File: config.mk
export PLATFORM = sky130hd
export DESIGN_NAME = pidaw_ctrl
export DESIGN_NICKNAME = d
export VERILOG_FILES = /design/src/sv/pidaw_pkg.sv /design/src/sv/pidaw_ctrl.sv
export VERILOG_INCLUDE_DIRS = /design/src /design/src/sv
export SDC_FILE = /design/constraint.sdc
export NUM_CORES = 1
export LEC_CHECK = 0
export ABC_AREA = 1
export ABC_CLOCK_PERIOD_IN_PS = 2110
export BUFFER_PORTS_ARGS = -buffer_cell sky130_fd_sc_hd__buf_2
export CAP_MARGIN = 20
export CORE_ASPECT_RATIO = 0.75
export CORE_MARGIN = 8
export CORE_UTILIZATION = 49
export CTS_CLUSTER_DIAMETER = 40
export DETAILED_ROUTE_END_ITERATION = 16
export PLACE_DENSITY = 0.69
export SLEW_MARGIN = 20
export SYNTH_ARGS = -nofsm -noshare
export SYNTH_HDL_FRONTEND = slang
export SYNTH_SLANG_ARGS = --single-unit
File: constraint.sdc
create_clock -name aclk -period 2.11 [get_ports aclk]
set_input_delay 0.1055 -clock aclk [delete_from_list [all_inputs] [get_ports aclk]]
set_output_delay 0.1055 -clock aclk [all_outputs]
set_load 0.02 [all_outputs]
File: src/sv/pid_controller_antiwindup_unit_defines.svh
// Assertion helpers for the step sequencer in pidaw_ctrl.sv.
// Both sample on the rising edge of aclk and are off while aresetn is low.
`ifndef PID_CONTROLLER_ANTIWINDUP_UNIT_DEFINES_SVH
`define PID_CONTROLLER_ANTIWINDUP_UNIT_DEFINES_SVH

// Checks a complete property expression.
`define PIDAW_CHECK(label, prop, msg) \
    label: assert property (@(posedge aclk) disable iff (!aresetn) (prop)) \
        else $error(msg);

// Checks that the consequent holds in the cycle after the antecedent.
`define PIDAW_CHECK_NEXT(label, ante, cons, msg) \
    label: assert property (@(posedge aclk) disable iff (!aresetn) (ante) |=> (cons)) \
        else $error(msg);

`endif

File: src/sv/pidaw_pkg.sv
`default_nettype none

package pidaw_pkg;

    // Fixed point formats.
    localparam int DATA_W    = 32;
    localparam int FRAC_BITS = 16;
    localparam int INTEG_W   = 48;
    localparam int SUM_W     = 50;
    localparam int MUL_W     = 33;
    localparam int PROD_W    = 2 * MUL_W;
    localparam int CFG_W     = 31;
    localparam int CFG_IDX_W = 3;

    // Configuration register indexes.
    typedef enum logic [CFG_IDX_W-1:0] {
        REG_GAIN           = 3'd0,
        REG_DERIV_TIME     = 3'd1,
        REG_INV_INTEG_TIME = 3'd2,
        REG_TIME_STEP      = 3'd3,
        REG_INV_TIME_STEP  = 3'd4,
        REG_SATURATION     = 3'd5
    } reg_index_t;

    // Limit flag codes.
    typedef enum logic [1:0] {
        LIM_NONE = 2'd0,
        LIM_HIGH = 2'd1,
        LIM_LOW  = 2'd2
    } limit_t;

    // Datapath operations, one issued per cycle by the controller.
    typedef enum logic [3:0] {
        OP_NONE   = 4'd0,
        OP_LOAD   = 4'd1,
        OP_MUL_D  = 4'd2,
        OP_MUL_I  = 4'd3,
        OP_MUL_TD = 4'd4,
        OP_INTEG  = 4'd5,
        OP_TI_LO  = 4'd6,
        OP_TI_HI  = 4'd7,
        OP_TERM_I = 4'd8,
        OP_SUM    = 4'd9,
        OP_Y_LO   = 4'd10,
        OP_Y_HI   = 4'd11,
        OP_Y      = 4'd12,
        OP_CLAMP  = 4'd13,
        OP_CLEAR  = 4'd14
    } op_t;

    // Register values as seen by the datapath.
    typedef struct packed {
        logic signed [DATA_W-1:0] gain;
        logic [CFG_W-1:0]         deriv_time;
        logic [CFG_W-1:0]         inv_integ_time;
        logic [CFG_W-1:0]         time_step;
        logic [CFG_W-1:0]         inv_time_step;
        logic [CFG_W-1:0]         saturation;
    } cfg_t;

    // Saturates a wide signed value to the data width.
    function automatic logic signed [DATA_W-1:0] sat_data(input logic signed [PROD_W-1:0] v);
        logic fits;
        fits = (v[PROD_W-1:DATA_W-1] == {(PROD_W-DATA_W+1){v[PROD_W-1]}});
        if (fits) begin
            return v[DATA_W-1:0];
        end else if (v[PROD_W-1]) begin
            return {1'b1, {(DATA_W-1){1'b0}}};
        end else begin
            return {1'b0, {(DATA_W-1){1'b1}}};
        end
    endfunction

    // Saturates a wide signed value to the integrator width.
    function automatic logic signed [INTEG_W-1:0] sat_integ(input logic signed [PROD_W-1:0] v);
        logic fits;
        fits = (v[PROD_W-1:INTEG_W-1] == {(PROD_W-INTEG_W+1){v[PROD_W-1]}});
        if (fits) begin
            return v[INTEG_W-1:0];
        end else if (v[PROD_W-1]) begin
            return {1'b1, {(INTEG_W-1){1'b0}}};
        end else begin
            return {1'b0, {(INTEG_W-1){1'b1}}};
        end
    endfunction

endpackage

`default_nettype wire

File: src/sv/pidaw_ctrl.sv
`default_nettype none
`include "pid_controller_antiwindup_unit_defines.svh"

module pidaw_ctrl (
    input  wire logic      aclk,
    input  wire logic      aresetn,
    input  wire logic      s_valid,
    input  wire logic      s_action,
    output logic           s_ready,
    output logic           m_valid,
    input  wire logic      m_ready,
    output pidaw_pkg::op_t op_o
);

    typedef enum logic [13:0] {
        S_IDLE   = 14'b00000000000001,
        S_MUL_D  = 14'b00000000000010,
        S_MUL_I  = 14'b00000000000100,
        S_MUL_TD = 14'b00000000001000,
        S_INTEG  = 14'b00000000010000,
        S_TI_LO  = 14'b00000000100000,
        S_TI_HI  = 14'b00000001000000,
        S_TERM_I = 14'b00000010000000,
        S_SUM    = 14'b00000100000000,
        S_Y_LO   = 14'b00001000000000,
        S_Y_HI   = 14'b00010000000000,
        S_Y      = 14'b00100000000000,
        S_CLAMP  = 14'b01000000000000,
        S_CLEAR  = 14'b10000000000000
    } state_t;

    state_t state_reg;
    state_t state_next;
    logic   out_valid_reg;
    logic   out_valid_next;
    logic   slot_free;

    // The result register can take a new value when empty or being drained.
    assign slot_free = !out_valid_reg || m_ready;

    // Step sequencer.
    always_comb begin
        state_next = state_reg;
        op_o       = pidaw_pkg::OP_NONE;
        case (state_reg)
            S_IDLE: begin
                if (s_valid) begin
                    op_o       = pidaw_pkg::OP_LOAD;
                    state_next = s_action ? S_CLEAR : S_MUL_D;
                end
            end
            S_MUL_D: begin
                op_o       = pidaw_pkg::OP_MUL_D;
                state_next = S_MUL_I;
            end
            S_MUL_I: begin
                op_o       = pidaw_pkg::OP_MUL_I;
                state_next = S_MUL_TD;
            end
            S_MUL_TD: begin
                op_o       = pidaw_pkg::OP_MUL_TD;
                state_next = S_INTEG;
            end
            S_INTEG: begin
                op_o       = pidaw_pkg::OP_INTEG;
                state_next = S_TI_LO;
            end
            S_TI_LO: begin
                op_o       = pidaw_pkg::OP_TI_LO;
                state_next = S_TI_HI;
            end
            S_TI_HI: begin
                op_o       = pidaw_pkg::OP_TI_HI;
                state_next = S_TERM_I;
            end
            S_TERM_I: begin
                op_o       = pidaw_pkg::OP_TERM_I;
                state_next = S_SUM;
            end
            S_SUM: begin
                op_o       = pidaw_pkg::OP_SUM;
                state_next = S_Y_LO;
            end
            S_Y_LO: begin
                op_o       = pidaw_pkg::OP_Y_LO;
                state_next = S_Y_HI;
            end
            S_Y_HI: begin
                op_o       = pidaw_pkg::OP_Y_HI;
                state_next = S_Y;
            end
            S_Y: begin
                op_o       = pidaw_pkg::OP_Y;
                state_next = S_CLAMP;
            end
            S_CLAMP: begin
                if (slot_free) begin
                    op_o       = pidaw_pkg::OP_CLAMP;
                    state_next = S_IDLE;
                end
            end
            S_CLEAR: begin
                if (slot_free) begin
                    op_o       = pidaw_pkg::OP_CLEAR;
                    state_next = S_IDLE;
                end
            end
            default: begin
                state_next = S_IDLE;
            end
        endcase
    end

    // Result valid flag: set when a control step or a clear finishes, cleared when the transaction completes.
    always_comb begin
        out_valid_next = out_valid_reg;
        if ((op_o == pidaw_pkg::OP_CLAMP) || (op_o == pidaw_pkg::OP_CLEAR)) begin
            out_valid_next = 1'b1;
        end else if (m_ready) begin
            out_valid_next = 1'b0;
        end
    end

    always_ff @(posedge aclk) begin
        if (!aresetn) begin
            state_reg     <= S_IDLE;
            out_valid_reg <= 1'b0;
        end else begin
            state_reg     <= state_next;
            out_valid_reg <= out_valid_next;
        end
    end

    assign s_ready = (state_reg == S_IDLE);
    assign m_valid = out_valid_reg;

    // A control step, once taken, always runs on to the clamp stage without stalling on the way.
    `PIDAW_CHECK(a_step_latency, (s_valid && s_ready && !s_action) |-> ##12 (state_reg == S_CLAMP), "control step did not reach clamp stage on time")
    // A result is never written over one that is still waiting.
    `PIDAW_CHECK(a_no_overrun, ((op_o == pidaw_pkg::OP_CLAMP) || (op_o == pidaw_pkg::OP_CLEAR)) |-> slot_free, "result register overrun")
    // Finishing an item posts a result and returns to idle.
    `PIDAW_CHECK_NEXT(a_result_posted, ((op_o == pidaw_pkg::OP_CLAMP) || (op_o == pidaw_pkg::OP_CLEAR)), (m_valid && (state_reg == S_IDLE)), "finished item not posted")

endmodule

`default_nettype wire

==> results by group <==
Status
  • Status: finished clean

CTS
  • Htree depth: 1
  • Clock latency on the worst-skew pair: 0.29 ns
  • Post-cts sizing count: 0
  • CTS clk-pin slew, worst paths: approximately 0.09 ns
  • CTS Sinks: 15
  • TritonCTS clock tree: yes
  • Root buffer cell: clkbuf_4
  • Cts bufs inserted: 3
  • CTS Buffer Depth: 2

Route
  • Detail Route Antenna Nets: 0
  • Vias: 920
  • Remaining DRCs: 0
  • Initial DRC count: 51
  • WL per Instance: roughly 11 um
  • TritonRoute pass-1 iters: 4
  • Final wirelength: 2030 um
  • Drt via density: roughly 4.8

Die
  • Die Area: slightly below 0.004 mm2
  • Core Area: 0.00200 mm2
  • Die Wd: between 60 and 70 um
  • # IOs: 11
  • Initial Util: between 50% and 60%
  • Vert. Die Dim: 55.8 um
  • Row count: 14

Synth
  • Post-synth top flop: dfxtp_1
  • Dominant cell type by area after synthesis: dfxtp_1
  • Library cells used by synthesis: 24
  • Number of synthesized register bits: 15
  • Register area share after synthesis: between 20% and 30%
  • Synth Instances: about 160
  • Syn_nets: about 160
  • Ranking of synthesized cells by area: dfxtp_1, nand2_1, inv_1, nor2_1, nor2_4
  • Post-synth ARST share: 0%
  • Syn_area_per_cell: ~6.6 um2
  • Synth warnings: 0
  • Top cell type's share of synthesized area: around 29%
  • Post-synth EDFFs: 0
  • Post-Syn Area: 0.00104 mm2

Setup path
  • Arr. time, crit path: roughly 1.8 ns
  • Worst-path maximum fanout: 6
  • Kind of critical path: flip-flop to output pin
  • Critical Path Sink Type: output pin
  • R2R setup slack: just over 0.5 ns
  • CP Launch Type: flip-flop
  • Crit path required time: about 2.0 ns
  • Reg2Reg Depth: 10
  • RR Startpoint: state_reg[6]
  • FF-to-FF End: state_reg[0]

Global routing
  • First-pass GRT wire length: 3650 um
  • GRT overflow: 0
  • Initial antenna violation count: 0
  • Vias in the first global route: around 830
  • GRT Total Usage: a little under an eighth
  • Largest net degree at the start of global routing: 15

Placed design
  • Final RePlAce weighted congestion: slightly below 0.9
  • Area after DPL: 0.00109 mm2
  • PortBufs: 10
  • Post-DP HPWL: 1660 um

STA
  • Worst-Margin Slew: just under 0.4 ns
  • # setup viols final: 0
  • Final hold viol count: 0
  • Fin crit share: between 80% and 90%
  • Max frequency: about 0.53 GHz
  • Slew Viols, Final: 0
  • Setup TNS Final: 0 ns
  • Skew final: around 0.0015 ns
  • RSZ-0062 raised after global routing: no
  • Minimum clock period: around 1.9 ns
  • Slew Limit Headroom: about three quarters

Worst hold path
  • Hold path depth: 3
  • Worst min-delay path endpoint: state_reg[6]
  • Min-delay worst type: primary input to flip-flop
  • HP Start: aresetn

Finish
  • Nets: ~170
  • Syn-to-layout area delta: 9.05%
  • Diode count: 0
  • Final Cell Area: around 0.0011 mm2
  • Share of cells above drive strength 1: 25.6%
  • Max reg flops: 14
  • Fill count: approximately 210

Run
  • Max-cap violations: 0

Power
  • PwrDens: 606 mW/mm2
  • Max VDD drop: roughly 0.00041 V
  • Leakage: roughly 0.6 nW
-- where the power goes --
group | internal, mW | switching (mW)
sequential | 0.293 | 0.0105
clock | 0.0705 | 0.0991
combinational | 0.0684 | 0.144
total | 0.432 | 0.253
-- synthesized netlist by cell type (3+ instances only) --
| cell type | instances |
|---|---|
| dfxtp_1 | 15 |
| nand2_1 | 31 |
| nand3_2 | 4 |
| nand2_2 | 4 |
| nor2_4 | 6 |
| nor2_2 | 3 |
| nand2_4 | 3 |
| inv_2 | 3 |
| nand3_1 | 7 |
| o21ai_0 | 6 |
| nor3_1 | 5 |
| inv_1 | 26 |
| nor2_1 | 23 |
| nand4_1 | 8 |
-- cell type report --
| type | instances | area [um2] | share of cell area [%] |
|---|---|---|---|
| clock inverters | 1 | 5.00 | 0.442 |
| repair buffers | 11 | 60.1 | 5.31 |
| clock buffers | 3 | 22.5 | 1.99 |
| inverters | 30 | 115 | 10.2 |
| flip-flops and latches | 15 | 300 | 26.5 |
| well taps | 24 | 30.0 | 2.65 |
| multi-input cells | 108 | 598 | 52.9 |
-- per-stage QoR --
stage               worst slack (ns)  std cells  power [mW]  util, %  hold slack [ns]
floorplan                      0.720        156       0.490        -            0.183
detailed placement             0.529        187       0.522     54.8            0.289
global placement               0.562        187       0.519     54.8            0.285
finish                         0.231        192       0.685     56.6            0.188
CTS                            0.216        192       0.694     56.6            0.179
global route                   0.104        192       0.734     56.6            0.185
-- cells in the final DEF, fill, tap and decap left out, drive strengths merged, types with 2 or more instances in the layout --
| cell type | n |
|---|---|
| nand2 | 38 |
| dfxtp | 15 |
| nand4 | 9 |
| nor2 | 32 |
| nand3 | 12 |
| o21ai | 6 |
| a21oi | 2 |
| nor3 | 6 |
| buf | 10 |
| inv | 30 |
| or2 | 2 |
| clkbuf | 3 |
-- layer usage --
| layer | track usage [%] | share of wire [%] | up-vias |
|---|---|---|---|
| met2 | 16.5 | 43 | 17 |
| met3 | 4.46 | 4.2 | 2 |
| met1 | 14.6 | 52 | 394 |
| met5 | 0 | 0 | - |
| li1 | - | - | 507 |
| met4 | 4.08 | 0.79 | 0 |
-- repair_timing --
| item | 4_1_cts | 5_1_grt |
|---|---|---|
| endpoints found under the hold margin | 1 | 0 |
| hold buffers | 1 | 0 |
| buffers inserted | 0 | 0 |
-- critical path, cell delays in order (launching register included) --
cell and delay [ns]:
dfxtp_1 0.33, nor2_2 0.16, nand2_2 0.14, nor3_1 0.38
nor2_1 0.11, o21ai_0 0.08, or2_2 0.12, buf_2 0.15
-- logic make-up after synthesis --
family	after synthesis	synth area share, %
simple gates	99	53.1
buf+inv	33	13.4
flops	15	29.0
compound gates	9	4.58
-- worst max path at each step --
stage	from	end	slack [ns]	cells after the start
floorplan	state_reg[6]	state_reg[2]	0.72	11
global placement	state_reg[4]	op_o[1]	0.56	7
detailed placement	state_reg[6]	state_reg[0]	0.53	10
CTS	state_reg[6]	op_o[1]	0.22	7
global route	state_reg[5]	op_o[1]	0.10	7
finish	state_reg[6]	op_o[1]	0.23	7
No activity file was read; power rests on OpenSTA's default activity.
