### config.mk
export PLATFORM = sky130hd
export DESIGN_NAME = pidaw_regs
export DESIGN_NICKNAME = d
export VERILOG_FILES = /design/src/sv/pid_controller_antiwindup_unit_defines.svh /design/src/sv/pidaw_pkg.sv /design/src/sv/pidaw_regs.sv
export SDC_FILE = /design/constraint.sdc
export NUM_CORES = 1
export LEC_CHECK = 0
export BUFFER_PORTS_ARGS = -buffer_cell sky130_fd_sc_hd__buf_2
export CAP_MARGIN = 0
export CORE_ASPECT_RATIO = 0.75
export CORE_MARGIN = 5
export CORE_UTILIZATION = 55
export DETAILED_ROUTE_END_ITERATION = 16
export HOLD_SLACK_MARGIN = 0.1
export PLACE_DENSITY = 0.85
export SLEW_MARGIN = 5
export SYNTH_ARGS = -nofsm -noshare
export SYNTH_HDL_FRONTEND = slang
export SYNTH_SLANG_ARGS = --single-unit
### constraint.sdc
create_clock -name aclk -period 2.65 [get_ports aclk]
set_clock_uncertainty 0.15 [all_clocks]
set_input_delay 0.1325 -clock aclk [delete_from_list [all_inputs] [get_ports aclk]]
set_output_delay 0.1325 -clock aclk [all_outputs]
set_load 0.02 [all_outputs]
### src/sv/pid_controller_antiwindup_unit_defines.svh
// Assertion helpers for the step sequencer in pidaw_ctrl.sv.
// Both sample on the rising edge of aclk and are off while aresetn is low.
`ifndef PID_CONTROLLER_ANTIWINDUP_UNIT_DEFINES_SVH
`define PID_CONTROLLER_ANTIWINDUP_UNIT_DEFINES_SVH

// Checks a complete property expression.
`define PIDAW_CHECK(label, prop, msg) \
    label: assert property (@(posedge aclk) disable iff (!aresetn) (prop)) \
        else $error(msg);

// Checks that the consequent holds in the cycle after the antecedent.
`define PIDAW_CHECK_NEXT(label, ante, cons, msg) \
    label: assert property (@(posedge aclk) disable iff (!aresetn) (ante) |=> (cons)) \
        else $error(msg);

`endif

### src/sv/pidaw_pkg.sv
`default_nettype none

package pidaw_pkg;

    // Fixed point formats.
    localparam int DATA_W    = 32;
    localparam int FRAC_BITS = 16;
    localparam int INTEG_W   = 48;
    localparam int SUM_W     = 50;
    localparam int MUL_W     = 33;
    localparam int PROD_W    = 2 * MUL_W;
    localparam int CFG_W     = 31;
    localparam int CFG_IDX_W = 3;

    // Configuration register indexes.
    typedef enum logic [CFG_IDX_W-1:0] {
        REG_GAIN           = 3'd0,
        REG_DERIV_TIME     = 3'd1,
        REG_INV_INTEG_TIME = 3'd2,
        REG_TIME_STEP      = 3'd3,
        REG_INV_TIME_STEP  = 3'd4,
        REG_SATURATION     = 3'd5
    } reg_index_t;

    // Limit flag codes.
    typedef enum logic [1:0] {
        LIM_NONE = 2'd0,
        LIM_HIGH = 2'd1,
        LIM_LOW  = 2'd2
    } limit_t;

    // Datapath operations, one issued per cycle by the controller.
    typedef enum logic [3:0] {
        OP_NONE   = 4'd0,
        OP_LOAD   = 4'd1,
        OP_MUL_D  = 4'd2,
        OP_MUL_I  = 4'd3,
        OP_MUL_TD = 4'd4,
        OP_INTEG  = 4'd5,
        OP_TI_LO  = 4'd6,
        OP_TI_HI  = 4'd7,
        OP_TERM_I = 4'd8,
        OP_SUM    = 4'd9,
        OP_Y_LO   = 4'd10,
        OP_Y_HI   = 4'd11,
        OP_Y      = 4'd12,
        OP_CLAMP  = 4'd13,
        OP_CLEAR  = 4'd14
    } op_t;

    // Register values as seen by the datapath.
    typedef struct packed {
        logic signed [DATA_W-1:0] gain;
        logic [CFG_W-1:0]         deriv_time;
        logic [CFG_W-1:0]         inv_integ_time;
        logic [CFG_W-1:0]         time_step;
        logic [CFG_W-1:0]         inv_time_step;
        logic [CFG_W-1:0]         saturation;
    } cfg_t;

    // Saturates a wide signed value to the data width.
    function automatic logic signed [DATA_W-1:0] sat_data(input logic signed [PROD_W-1:0] v);
        logic fits;
        fits = (v[PROD_W-1:DATA_W-1] == {(PROD_W-DATA_W+1){v[PROD_W-1]}});
        if (fits) begin
            return v[DATA_W-1:0];
        end else if (v[PROD_W-1]) begin
            return {1'b1, {(DATA_W-1){1'b0}}};
        end else begin
            return {1'b0, {(DATA_W-1){1'b1}}};
        end
    endfunction

    // Saturates a wide signed value to the integrator width.
    function automatic logic signed [INTEG_W-1:0] sat_integ(input logic signed [PROD_W-1:0] v);
        logic fits;
        fits = (v[PROD_W-1:INTEG_W-1] == {(PROD_W-INTEG_W+1){v[PROD_W-1]}});
        if (fits) begin
            return v[INTEG_W-1:0];
        end else if (v[PROD_W-1]) begin
            return {1'b1, {(INTEG_W-1){1'b0}}};
        end else begin
            return {1'b0, {(INTEG_W-1){1'b1}}};
        end
    endfunction

endpackage

`default_nettype wire

### src/sv/pidaw_regs.sv
`default_nettype none

module pidaw_regs (
    input  wire logic                                aclk,
    input  wire logic                                aresetn,
    input  wire logic                                cfg_valid,
    output logic                                     cfg_ready,
    input  wire logic [pidaw_pkg::CFG_IDX_W-1:0]     cfg_index,
    input  wire logic [pidaw_pkg::DATA_W-1:0]        cfg_data,
    output pidaw_pkg::cfg_t                          cfg_o
);

    pidaw_pkg::cfg_t cfg_reg;

    // Writes are always accepted.
    assign cfg_ready = 1'b1;
    assign cfg_o     = cfg_reg;

    // Register file; indexes beyond the list are dropped.
    always_ff @(posedge aclk) begin
        if (!aresetn) begin
            cfg_reg.gain           <= 32'sd65536;
            cfg_reg.deriv_time     <= '0;
            cfg_reg.inv_integ_time <= '0;
            cfg_reg.time_step      <= 31'd65536;
            cfg_reg.inv_time_step  <= 31'd65536;
            cfg_reg.saturation     <= {pidaw_pkg::CFG_W{1'b1}};
        end else if (cfg_valid && cfg_ready) begin
            case (cfg_index)
                pidaw_pkg::REG_GAIN: begin
                    cfg_reg.gain <= cfg_data;
                end
                pidaw_pkg::REG_DERIV_TIME: begin
                    cfg_reg.deriv_time <= cfg_data[pidaw_pkg::CFG_W-1:0];
                end
                pidaw_pkg::REG_INV_INTEG_TIME: begin
                    cfg_reg.inv_integ_time <= cfg_data[pidaw_pkg::CFG_W-1:0];
                end
                pidaw_pkg::REG_TIME_STEP: begin
                    cfg_reg.time_step <= cfg_data[pidaw_pkg::CFG_W-1:0];
                end
                pidaw_pkg::REG_INV_TIME_STEP: begin
                    cfg_reg.inv_time_step <= cfg_data[pidaw_pkg::CFG_W-1:0];
                end
                pidaw_pkg::REG_SATURATION: begin
                    cfg_reg.saturation <= cfg_data[pidaw_pkg::CFG_W-1:0];
                end
                default: begin
                end
            endcase
        end
    end

endmodule

`default_nettype wire

==> flow_metrics.py, run 1 <==
metrics = {
    "run_status": {
        "status": "finished with violations",
        "violations": "design-rule violations",
    },
    "detailed_routing": {
        "num_vias": 5584,
        "drcViolationCount": 1,
        "wl_mm": 18.5,
        "antenna_left": 0,
        "viasPerCell": 5.06,
        "wl_per_cell_microns": 16.8,
        "first_pass_iters": 10,
        "drt_iter0_drc": 261,
    },
    "cells_and_area": {
        "n_antenna_cell": 0,
        "nNetsFinal": 958,
        "syn_to_final_growth_pct": 29.9,
        "post_layout_nonfiller_instances": 1104,
        "largest_reg_flops": 187,
        "drive_above_1_share_pct": 29.0,
    },
    "placement": {
        "dp_cells": 1039,
        "portBuffers": 224,
        "gp_congestion": 0.822,
        "place_ws_ns": 0.859,
        "post-dp-hpwl_mm": 12.4,
    },
    "critical_path": {
        "cp-start-kind": "input pin",
        "cp_slowest_stage_delay_ns": 0.55,
        "worstSetupPathType": "in -> reg",
        "cpMaxStageDelayCell": "dlygate4sd3_1",
        "worstPathCellList": "dlygate4sd3_1, buf_6, buf_4, nand2_1, mux2i_1",
        "critical_path_peak_fanout": 68,
        "worstPathArrival_ns": 1.91,
        "crit_path_end_kind": "flop",
        "cp.required_ns": 2.82,
    },
    "yosys": {
        "syn-cell-area_sq_um": 7100,
        "synth_fp_nets": 720,
        "syn_avg_cell_area_sq_um": 10.4,
        "synth.largest_area_cell": "dfxtp_1",
        "synthCells": 682,
        "yosys.area.top_type_share_pct": 52.8,
        "yosys_warnings": 0,
        "synth_top_cells_by_area": "dfxtp_1 (53%), mux2i_1 (26%), nand2_1 (9.8%)",
        "synth_seq_cells": 187,
        "ys_types": 15,
        "yosysSeqAreaShare_pct": 52.8,
    },
    "floorplanning": {
        "io_pins": 226,
        "design.die.area_sq_um": 15300,
        "start_util_pct": 55.3,
        "num_rows": 36,
        "die_h_microns": 108,
        "core_sq_um": 12800,
        "die_w_microns": 141,
    },
    "timing": {
        "setup_tns_ns": 0,
        "fin_hold_ws_ns": 0.240,
        "hold_viol": 0,
        "min_period_over_period_pct": 65.8,
        "setup_viol": 0,
        "setup_slack_ns": 0.907,
        "period_minus_slack_ns": 1.74,
        "fmaxAchievable_mhz": 574,
        "worstMarginPinSlew_ns": 0.875,
        "rsz0062_at_grt": "false",
        "drv_slew": 0,
        "max_slew_margin_pct": 41.5,
    },
    "global_route": {
        "grt_pass1_wl_mm": 28.9,
        "grtUsageTotal_pct": 23.9,
        "antenna_found_initial": 0,
        "grt-ovfl-total": 0,
        "grt_max_degree": 72,
        "grt_pass1_vias": 5557,
    },
    "clocking": {
        "clock-sinks": 187,
        "clk_pin_slew_ns": 0.07,
        "cts_buffers": 17,
        "clk_latency_ns": 0.41,
        "cts_buffer_depth": 2,
        "cts_max_level": 4,
        "cts_root_buf": "clkbuf_16",
        "cts_tree": "yes",
    },
    "pwr": {
        "p_per_area_nw_per_um2": 645,
        "p_leak_uw": 0.00450,
        "ir_worst_vdd_mv": 0.445,
    },
    "run": {
        "cap_viol_max_count": 0,
    },
    "worst_hold_path": {
        "hp-class": "in -> reg",
    },
}
==> what timing repair did <==
item                                   CTS  global route
hold buffers                            33             0
endpoints found under the hold margin  187             0
resized for setup                        0             0
buffers inserted                         0             0
setup endpoints to repair                0             0
==> cells by family after synthesis <==
logic type,share of synthesized area (%)
muxes,26.4
buffers and inverters,4.25
other,0.0528
and+or+nand+nor,16.6
DFF,52.8
==> Yosys cell counts <==
master,instances
nor4b_4,1
dfxtp_1,187
nand4bb_1,2
clkbuf_1,20
buf_2,13
mux2i_1,187
and4b_1,1
buf_4,7
buf_6,9
nand2_1,185
nor4bb_1,1
buf_1,2
nand4b_1,1
nor2b_1,65
conb_1,1
==> through the flow <==
stage	total power (uW)	util [%]	instance area [sq um]
after floorplan	3260	-	7100
after global placement	3420	64.6	8300
after detailed placement	3420	64.6	8300
after CTS	5990	71.8	9220
after global routing	6160	71.8	9220
final	5950	71.8	9220
==> placed cells by master (no fill, tap or decap) <==
cell,Yosys,routed
buf_2,13,223
nand4b_1,1,1
inv_8,0,3
nor2b_1,65,65
nand4bb_4,0,2
buf_6,9,1
clkbuf_1,20,3
buf_4,7,12
bufinv_16,0,2
and4b_2,0,1
clkinv_4,0,3
nor4b_4,1,1
nor4bb_4,0,1
dlygate4sd3_1,0,33
mux2i_1,187,187
clkbuf_16,0,17
inv_6,0,4
buf_12,0,1
conb_1,1,1
nand2_1,185,185
dfxtp_1,187,187
==> routing by layer <==
metal,routed length (microns),vias up,global-route usage [%],part of all wire (%)
met1,7980,2645,29.8,43
met3,1530,30,7.47,8.3
met5,0,-,0,0
met2,8670,202,39.7,47
li1,-,2707,-,-
met4,366,0,7.54,2.0
==> where the power goes <==
group / total (uW) / switching, uW / internal, uW / leakage, uW
combinational: 496 / 301 / 195 / 0.00269
clock: 2550 / 1120 / 1430 / 0.000290
sequential: 2910 / 33.4 / 2870 / 0.00151
total: 5950 / 1450 / 4500 / 0.00450
==> worst max-delay path: cells and delay by family <==
family / cells / cell delay (ns)
muxes: 1 / 0.18
and+or+nand+nor: 1 / 0.22
buffers and inverters: 3 / 1.34
==> path summary, 6_finish.rpt <==
| kind | start | to | slack [ns] | depth (start not counted) |
|---|---|---|---|---|
| hold / removal | cfg_index[2] | cfg_o[45] | 0.24 | 3 |
| setup / recovery | aresetn | cfg_o[114] | 0.91 | 5 |
| setup reg to reg | cfg_o[55] | cfg_o[55] | 1.78 | 2 |
| hold reg to reg | cfg_o[142] | cfg_o[142] | 0.30 | 2 |
==> area by class of cell <==
cell class / instances / area, sq um
fill: 910 / 3620
clock buffer: 20 / 437
timing repair buffer: 270 / 1570
tap: 171 / 214
multi-input combinational: 444 / 3100
sequential: 187 / 3740
clock inverter: 12 / 155
Power figures use the tool's default switching activity.
==> inputs of run 2 (changes only) <==
--- a/config.mk
+++ b/config.mk
@@ -9,10 +9,10 @@
 export CAP_MARGIN = 0
 export CORE_ASPECT_RATIO = 0.75
 export CORE_MARGIN = 5
-export CORE_UTILIZATION = 55
+export CORE_UTILIZATION = 46
 export DETAILED_ROUTE_END_ITERATION = 16
 export HOLD_SLACK_MARGIN = 0.1
-export PLACE_DENSITY = 0.85
+export PLACE_DENSITY = 0.76
 export SLEW_MARGIN = 5
 export SYNTH_ARGS = -nofsm -noshare
 export SYNTH_HDL_FRONTEND = slang
==> constraint.sdc (replaced) <==
create_clock -name aclk -period 1.5 [get_ports aclk]
set_clock_uncertainty 0.15 [all_clocks]
set_input_delay 0.075 -clock aclk [delete_from_list [all_inputs] [get_ports aclk]]
set_output_delay 0.075 -clock aclk [all_outputs]
set_load 0.02 [all_outputs]
==> run 2 against run 1 <==
The run now ends clean. Critical path type unchanged. Sequential power grew 76%. Die area increased by 18%. Highest routed layer unchanged. Cell area up 4.8%. Combinational power grew 96%. Count of clock-buffer cells in the layout unchanged. Largest cell class unchanged. Final cell count rose by 5.5%. First-iteration DRC count increased by 11%. Clock power up 83%.
==> flow_metrics.py, run 2 (synthesis gave the netlist of run 1 again) <==
metrics = {
    "timing": {
        "period_minus_slack_ns": 1.35,
        "fin_hold_ws_ns": 0.0852,
        "rsz0062_at_grt": "false",
        "fmaxAchievable_mhz": 742,
        "setup_slack_ns": 0.153,
        "setup_viol": 0,
        "hold_viol": 0,
        "min_period_over_period_pct": 89.8,
        "setup_tns_ns": 0,
        "drv_slew": 0,
    },
    "run_status": {
        "status": "finished clean",
    },
    "worst_hold_path": {
        "hp-class": "in -> reg",
        "min-delay-start": "aresetn",
    },
    "cells_and_area": {
        "multi_input_area_sq_um": 3100,
        "mostFrequentLayoutCell": "buf_2",
        "largest_reg_flops": 187,
        "n_antenna_cell": 0,
        "final_cell_mix": "buf_2 (223), mux2i_1 (187), dfxtp_1 (187)",
        "drive_above_1_share_pct": 30.0,
        "final_area_sq_um": 9660,
        "nNetsFinal": 985,
        "post_layout_nonfiller_instances": 1165,
        "regArea_sq_um": 3740,
        "n_fill_cell": 1206,
        "syn_to_final_growth_pct": 36.1,
    },
    "placement": {
        "dp_cells": 1087,
        "gp_congestion": 0.795,
        "place_ws_ns": 0.0957,
        "place_area_sq_um": 8570,
        "post-dp-hpwl_mm": 13.4,
        "portBuffers": 224,
    },
    "clocking": {
        "cts_tree": "yes",
        "clk_latency_ns": 0.41,
        "cts_root_buf": "clkbuf_16",
        "cts_buffer_depth": 2,
        "cts_setup_buffers": 0,
        "clk_pin_slew_ns": 0.07,
        "clock-sinks": 187,
        "cts_resized": 0,
        "cts_max_level": 4,
        "cts_buffers": 17,
    },
    "critical_path": {
        "critPathLaunch": "aresetn",
        "cp-start-kind": "input pin",
        "worstPathArrival_ns": 1.54,
        "critical_path_peak_fanout": 20,
        "path_common_cell": "buf_12",
        "crit_path_end_kind": "flop",
        "reg2reg_from": "cfg_o[26]",
        "cp_slowest_stage_delay_ns": 0.63,
        "cpMaxStageDelayCell": "dlygate4sd3_1",
        "crit_family": "buffers and inverters",
        "worstSetupPathType": "in -> reg",
        "cp.required_ns": 1.69,
        "path_buf_inv": 4,
        "worstPathCellList": "buf_6, buf_12, dlygate4sd3_1, buf_12, nand2_1, mux2i_1",
    },
    "floorplanning": {
        "num_rows": 39,
        "core_sq_um": 15200,
        "die_w_microns": 153,
        "start_util_pct": 46.8,
        "design.die.area_sq_um": 18000,
        "io_pins": 226,
        "die_h_microns": 118,
    },
    "detailed_routing": {
        "drt_iter0_drc": 291,
        "viasPerCell": 4.82,
        "antenna_left": 0,
        "drcViolationCount": 0,
        "wl_mm": 19.7,
        "num_vias": 5620,
        "first_pass_iters": 4,
        "wl_per_cell_microns": 16.9,
    },
    "global_route": {
        "antenna_found_initial": 0,
        "grt_pass1_wl_mm": 31.4,
        "grtUsageTotal_pct": 21.5,
        "grt_pass1_vias": 5659,
        "grt-ovfl-total": 0,
        "grt_max_degree": 39,
    },
    "pwr": {
        "p_leak_uw": 0.00468,
        "ir_worst_vdd_mv": 0.977,
        "p_per_area_nw_per_um2": 1120,
    },
    "run": {
        "cap_viol_max_count": 0,
    },
}
==> run 2: power breakdown <==
| part | switching, uW | internal, uW |
|---|---|---|
| clock | 1930 | 2740 |
| combinational | 558 | 415 |
| sequential | 58.4 | 5070 |
| total | 2540 | 8230 |
==> run 2: final cells by class <==
| cell class | instances | area share, % |
|---|---|---|
| clock buffer | 20 | 4.73 |
| clock inverter | 12 | 1.66 |
| multi-input combinational | 444 | 32.1 |
| sequential | 187 | 38.8 |
| tap | 205 | 2.66 |
| timing repair buffer | 297 | 20.1 |
==> run 2: final timing paths <==
check	endpoint	slack (ns)	depth (start not counted)
min reg2reg	cfg_o[163]	0.30	2
min	cfg_o[112]	0.09	4
max	cfg_o[55]	0.15	6
max reg2reg	cfg_o[26]	0.70	2
==> run 2: worst min-delay path, cell delays in order <==
cell,delay (ns)
buf_6,0.12
buf_12,0.16
nand2_1,0.16
mux2i_1,0.09
==> run 2: routing by layer <==
| metal | up-vias | global-route usage (%) | share of wire, % |
|---|---|---|---|
| li1 | 2775 | - | - |
| met1 | 2666 | 28.2 | 45 |
| met5 | - | 0 | 0 |
| met4 | 0 | 5.46 | 1.3 |
| met3 | 18 | 7.28 | 7.9 |
| met2 | 161 | 34.4 | 45 |
==> run 2: through the flow <==
step | utilization, % | total power, uW
after floorplan | - | 5760
after global placement | 56.5 | 6100
after detailed placement | 56.5 | 6110
after CTS | 63.6 | 10900
after global routing | 63.6 | 11200
final | 63.6 | 10800
==> run 2: what timing repair did <==
| action | in CTS | in global routing |
|---|---|---|
| hold buffers | 46 | 1 |
| endpoints found under the hold margin | 187 | 10 |
| endpoints found under the setup margin | 0 | 4 |
==> inputs of run 3 (changes only) <==
--- a/config.mk
+++ b/config.mk
@@ -5,6 +5,7 @@
 export SDC_FILE = /design/constraint.sdc
 export NUM_CORES = 1
 export LEC_CHECK = 0
+export ABC_AREA = 1
 export BUFFER_PORTS_ARGS = -buffer_cell sky130_fd_sc_hd__buf_2
 export CAP_MARGIN = 0
 export CORE_ASPECT_RATIO = 0.75
==> run 3 against run 2 <==
Sequential cell count unchanged. Die area up 1.5%. Total power up 8.0%. Count of clock-buffer cells in the layout up 2. Clock power up 1%. Area after synthesis up 1.6%. Non-clock buffer count up 111. Via count up 47%. Cell area up 12%. Hold slack better by 0.013 ns. Largest cell class unchanged. Largest power group unchanged.
==> flow_metrics.py, run 3 <==
metrics = {
    "detailed_routing": {
        "first_pass_iters": 5,
        "drt_iter0_drc": 813,
        "num_vias": 8287,
        "drcViolationCount": 0,
        "antenna_left": 0,
        "wl_per_cell_microns": 16.3,
        "wl_mm": 26.2,
        "viasPerCell": 5.17,
    },
    "floorplanning": {
        "num_rows": 39,
        "start_util_pct": 47.1,
        "die_h_microns": 118,
        "design.die.area_sq_um": 18300,
        "die_w_microns": 155,
        "io_pins": 226,
        "core_sq_um": 15300,
    },
    "cells_and_area": {
        "drive_above_1_share_pct": 23.7,
        "nNetsFinal": 1423,
        "syn_to_final_growth_pct": 50.3,
        "final_area_sq_um": 10800,
        "multi_input_area_sq_um": 3030,
        "final_util_pct": 70.7,
        "mostFrequentLayoutCell": "nor2_1",
        "largest_reg_flops": 187,
        "final_cell_mix": "nor2_1 (306), nand2_1 (227), buf_2 (222)",
        "regArea_sq_um": 3740,
        "n_fill_cell": 1198,
    },
    "yosys": {
        "yosysMostFrequentCell": "nor2_1",
        "synth_edf_count": 0,
        "synth_seq_cells": 187,
        "async_flop_share_pct": 0,
        "ys.flop_type": "dfxtp_1",
        "synth.largest_area_cell": "dfxtp_1",
        "ys_types": 13,
        "syn_avg_cell_area_sq_um": 6.99,
        "synthCells": 1032,
        "synth_top_cells_by_area": "dfxtp_1 (52%), nor2_1 (16%), nand3_1 (13%)",
        "syn-cell-area_sq_um": 7210,
        "yosys_warnings": 0,
        "synth.top_cells.by_count": "nor2_1 (315), nand2_1 (227), dfxtp_1 (187), nand3_1 (187), buf_2 (44)",
        "yosysSeqAreaShare_pct": 51.9,
        "synth_fp_nets": 1070,
        "yosys.area.top_type_share_pct": 51.9,
    },
    "critical_path": {
        "cp.required_ns": 1.72,
        "cp-start-kind": "input pin",
        "cp_slowest_stage_delay_ns": 0.56,
        "critical_path_peak_fanout": 3,
        "crit_family": "buffers and inverters",
        "cpMaxStageDelayCell": "dlygate4sd3_1",
        "regToRegSetupSlack_ns": 0.19,
        "worstSetupPathType": "in -> reg",
        "r2r_cells": 3,
        "path_buf_inv": 4,
        "critPathLaunch": "cfg_data[23]",
        "worstPathCellList": "dlygate4sd3_1, buf_2, clkinvlp_4, nand3_1, nand2_1, dlygate4sd3_1, nor2_1",
        "crit_end": "cfg_o[54]",
        "crit_path_end_kind": "flop",
        "r2r-end": "cfg_o[22]",
        "reg2reg_from": "cfg_o[22]",
        "worstPathArrival_ns": 1.71,
        "path_common_cell": "dlygate4sd3_1",
        "path_depth": 7,
    },
    "clocking": {
        "clock-sinks": 187,
        "clk_pin_slew_ns": 0.07,
        "cts_root_buf": "clkbuf_16",
        "cts_tree": "yes",
        "clk_latency_ns": 0.43,
        "cts_buffers": 17,
        "cts_buffer_depth": 2,
        "cts_max_level": 4,
    },
    "global_route": {
        "antenna_found_initial": 1,
        "use_met3_pct": 6.87,
        "grtUsageTotal_pct": 27.8,
        "met2_usage_pct": 44.2,
        "grt-ovfl-total": 0,
        "grt_pass1_vias": 7978,
        "busiest_layer": "met2",
        "grt_pass1_wl_mm": 41.1,
        "use_met1_pct": 35.7,
        "grt_max_degree": 62,
    },
    "timing": {
        "min_period_over_period_pct": 99.3,
        "drv_slew": 0,
        "period_minus_slack_ns": 1.49,
        "fmaxAchievable_mhz": 671,
        "setup_viol": 0,
        "worstMarginPinSlew_ns": 0.607,
        "max_slew_margin_pct": 59.6,
        "hold_viol": 0,
    },
    "placement": {
        "place_area_sq_um": 8680,
        "portBuffers": 224,
        "gp_congestion": 0.831,
        "post-dp-hpwl_mm": 15.5,
    },
    "run": {
        "cap_viol_max_count": 0,
    },
    "pwr": {
        "p_leak_uw": 0.00518,
        "p_per_area_nw_per_um2": 1070,
        "ir_worst_vdd_mv": 0.846,
    },
    "worst_hold_path": {
        "hp-class": "in -> reg",
    },
    "run_status": {
        "status": "finished clean",
    },
}
==> run 3: cell count changes after synthesis, sizes merged, moves of 25 or more <==
cell   before  now
buf        31   56
inv         0   38
mux2i     187    0
nand2     185  227
nand3       0  187
nor2        0  316
nor2b      65    0
==> run 3: per-layer routing <==
layer  wire length, microns  vias up
met5                      0        -
met4                   1020        0
met3                   2610       81
met2                  12000      480
met1                  10500     3810
li1                       -     3916
==> run 3: cell families (layout without fill, tap and decap cells) <==
group | count (synthesis) | count (layout) | share of synthesized area [%]
other cells | 1 | 2 | 0.0520
simple gates | 730 | 730 | 41.3
buf+inv | 112 | 478 | 6.64
compound gates | 2 | 2 | 0.139
flops | 187 | 187 | 51.9
==> run 3: how the worst min path moves through the flow <==
stage                 end          from  cells after the start  slack (ns)
3_5_place_dp     cfg_o[7]   cfg_data[7]                      3        0.16
4_1_cts         cfg_o[82]  cfg_index[2]                      6        0.08
5_1_grt        cfg_o[102]  cfg_index[2]                      6        0.14
6_report        cfg_o[82]  cfg_index[2]                      6         0.1
2_1_floorplan  cfg_o[171]  cfg_data[16]                      2        0.04
3_3_place_gp    cfg_o[11]  cfg_data[11]                      3        0.15
==> run 3: final cells by class <==
type	count	area share [%]
diodes	1	0.0231
multi-input cells	733	28.0
clock buffers	22	4.38
repair buffers	408	27.9
inverters	38	1.57
well taps	205	2.37
flip-flops and latches	187	34.5
clock inverters	10	1.28
==> run 3: worst register-to-register path, cell delays in order, from the launching register on <==
cell and delay (ns):
dfxtp_1 0.32, nand2_1 0.06, nand3_1 0.08, dlygate4sd3_1 0.59
==> run 3: timing repair <==
item / in CTS / in global routing
endpoints found under the setup margin: 0 / 100
buffers inserted: 0 / 7
hold buffers: 144 / 1
gates resized for setup: 0 / 36
endpoints found under the hold margin: 187 / 17
==> run 3: per-stage QoR <==
| stage | hold slack [ns] | cells | total power [uW] | TNS [ns] | worst slack (ns) |
|---|---|---|---|---|---|
| finish | 0.0981 | 1604 | 11600 | 0 | 0.0105 |
| global route | 0.143 | 1604 | 12000 | -0.0298 | -0.0129 |
| CTS | 0.0816 | 1596 | 11600 | 0 | 0.00571 |
| detailed placement | 0.156 | 1420 | 6640 | 0 | 0.254 |
| global placement | 0.153 | 1420 | 6630 | 0 | 0.270 |
| floorplan | 0.0382 | 1032 | 6150 | 0 | 0.432 |
==> run 3: where the power goes <==
group	switching, uW	internal, uW
registers	100	5140
logic	995	677
clock network	1960	2760
total	3050	8580
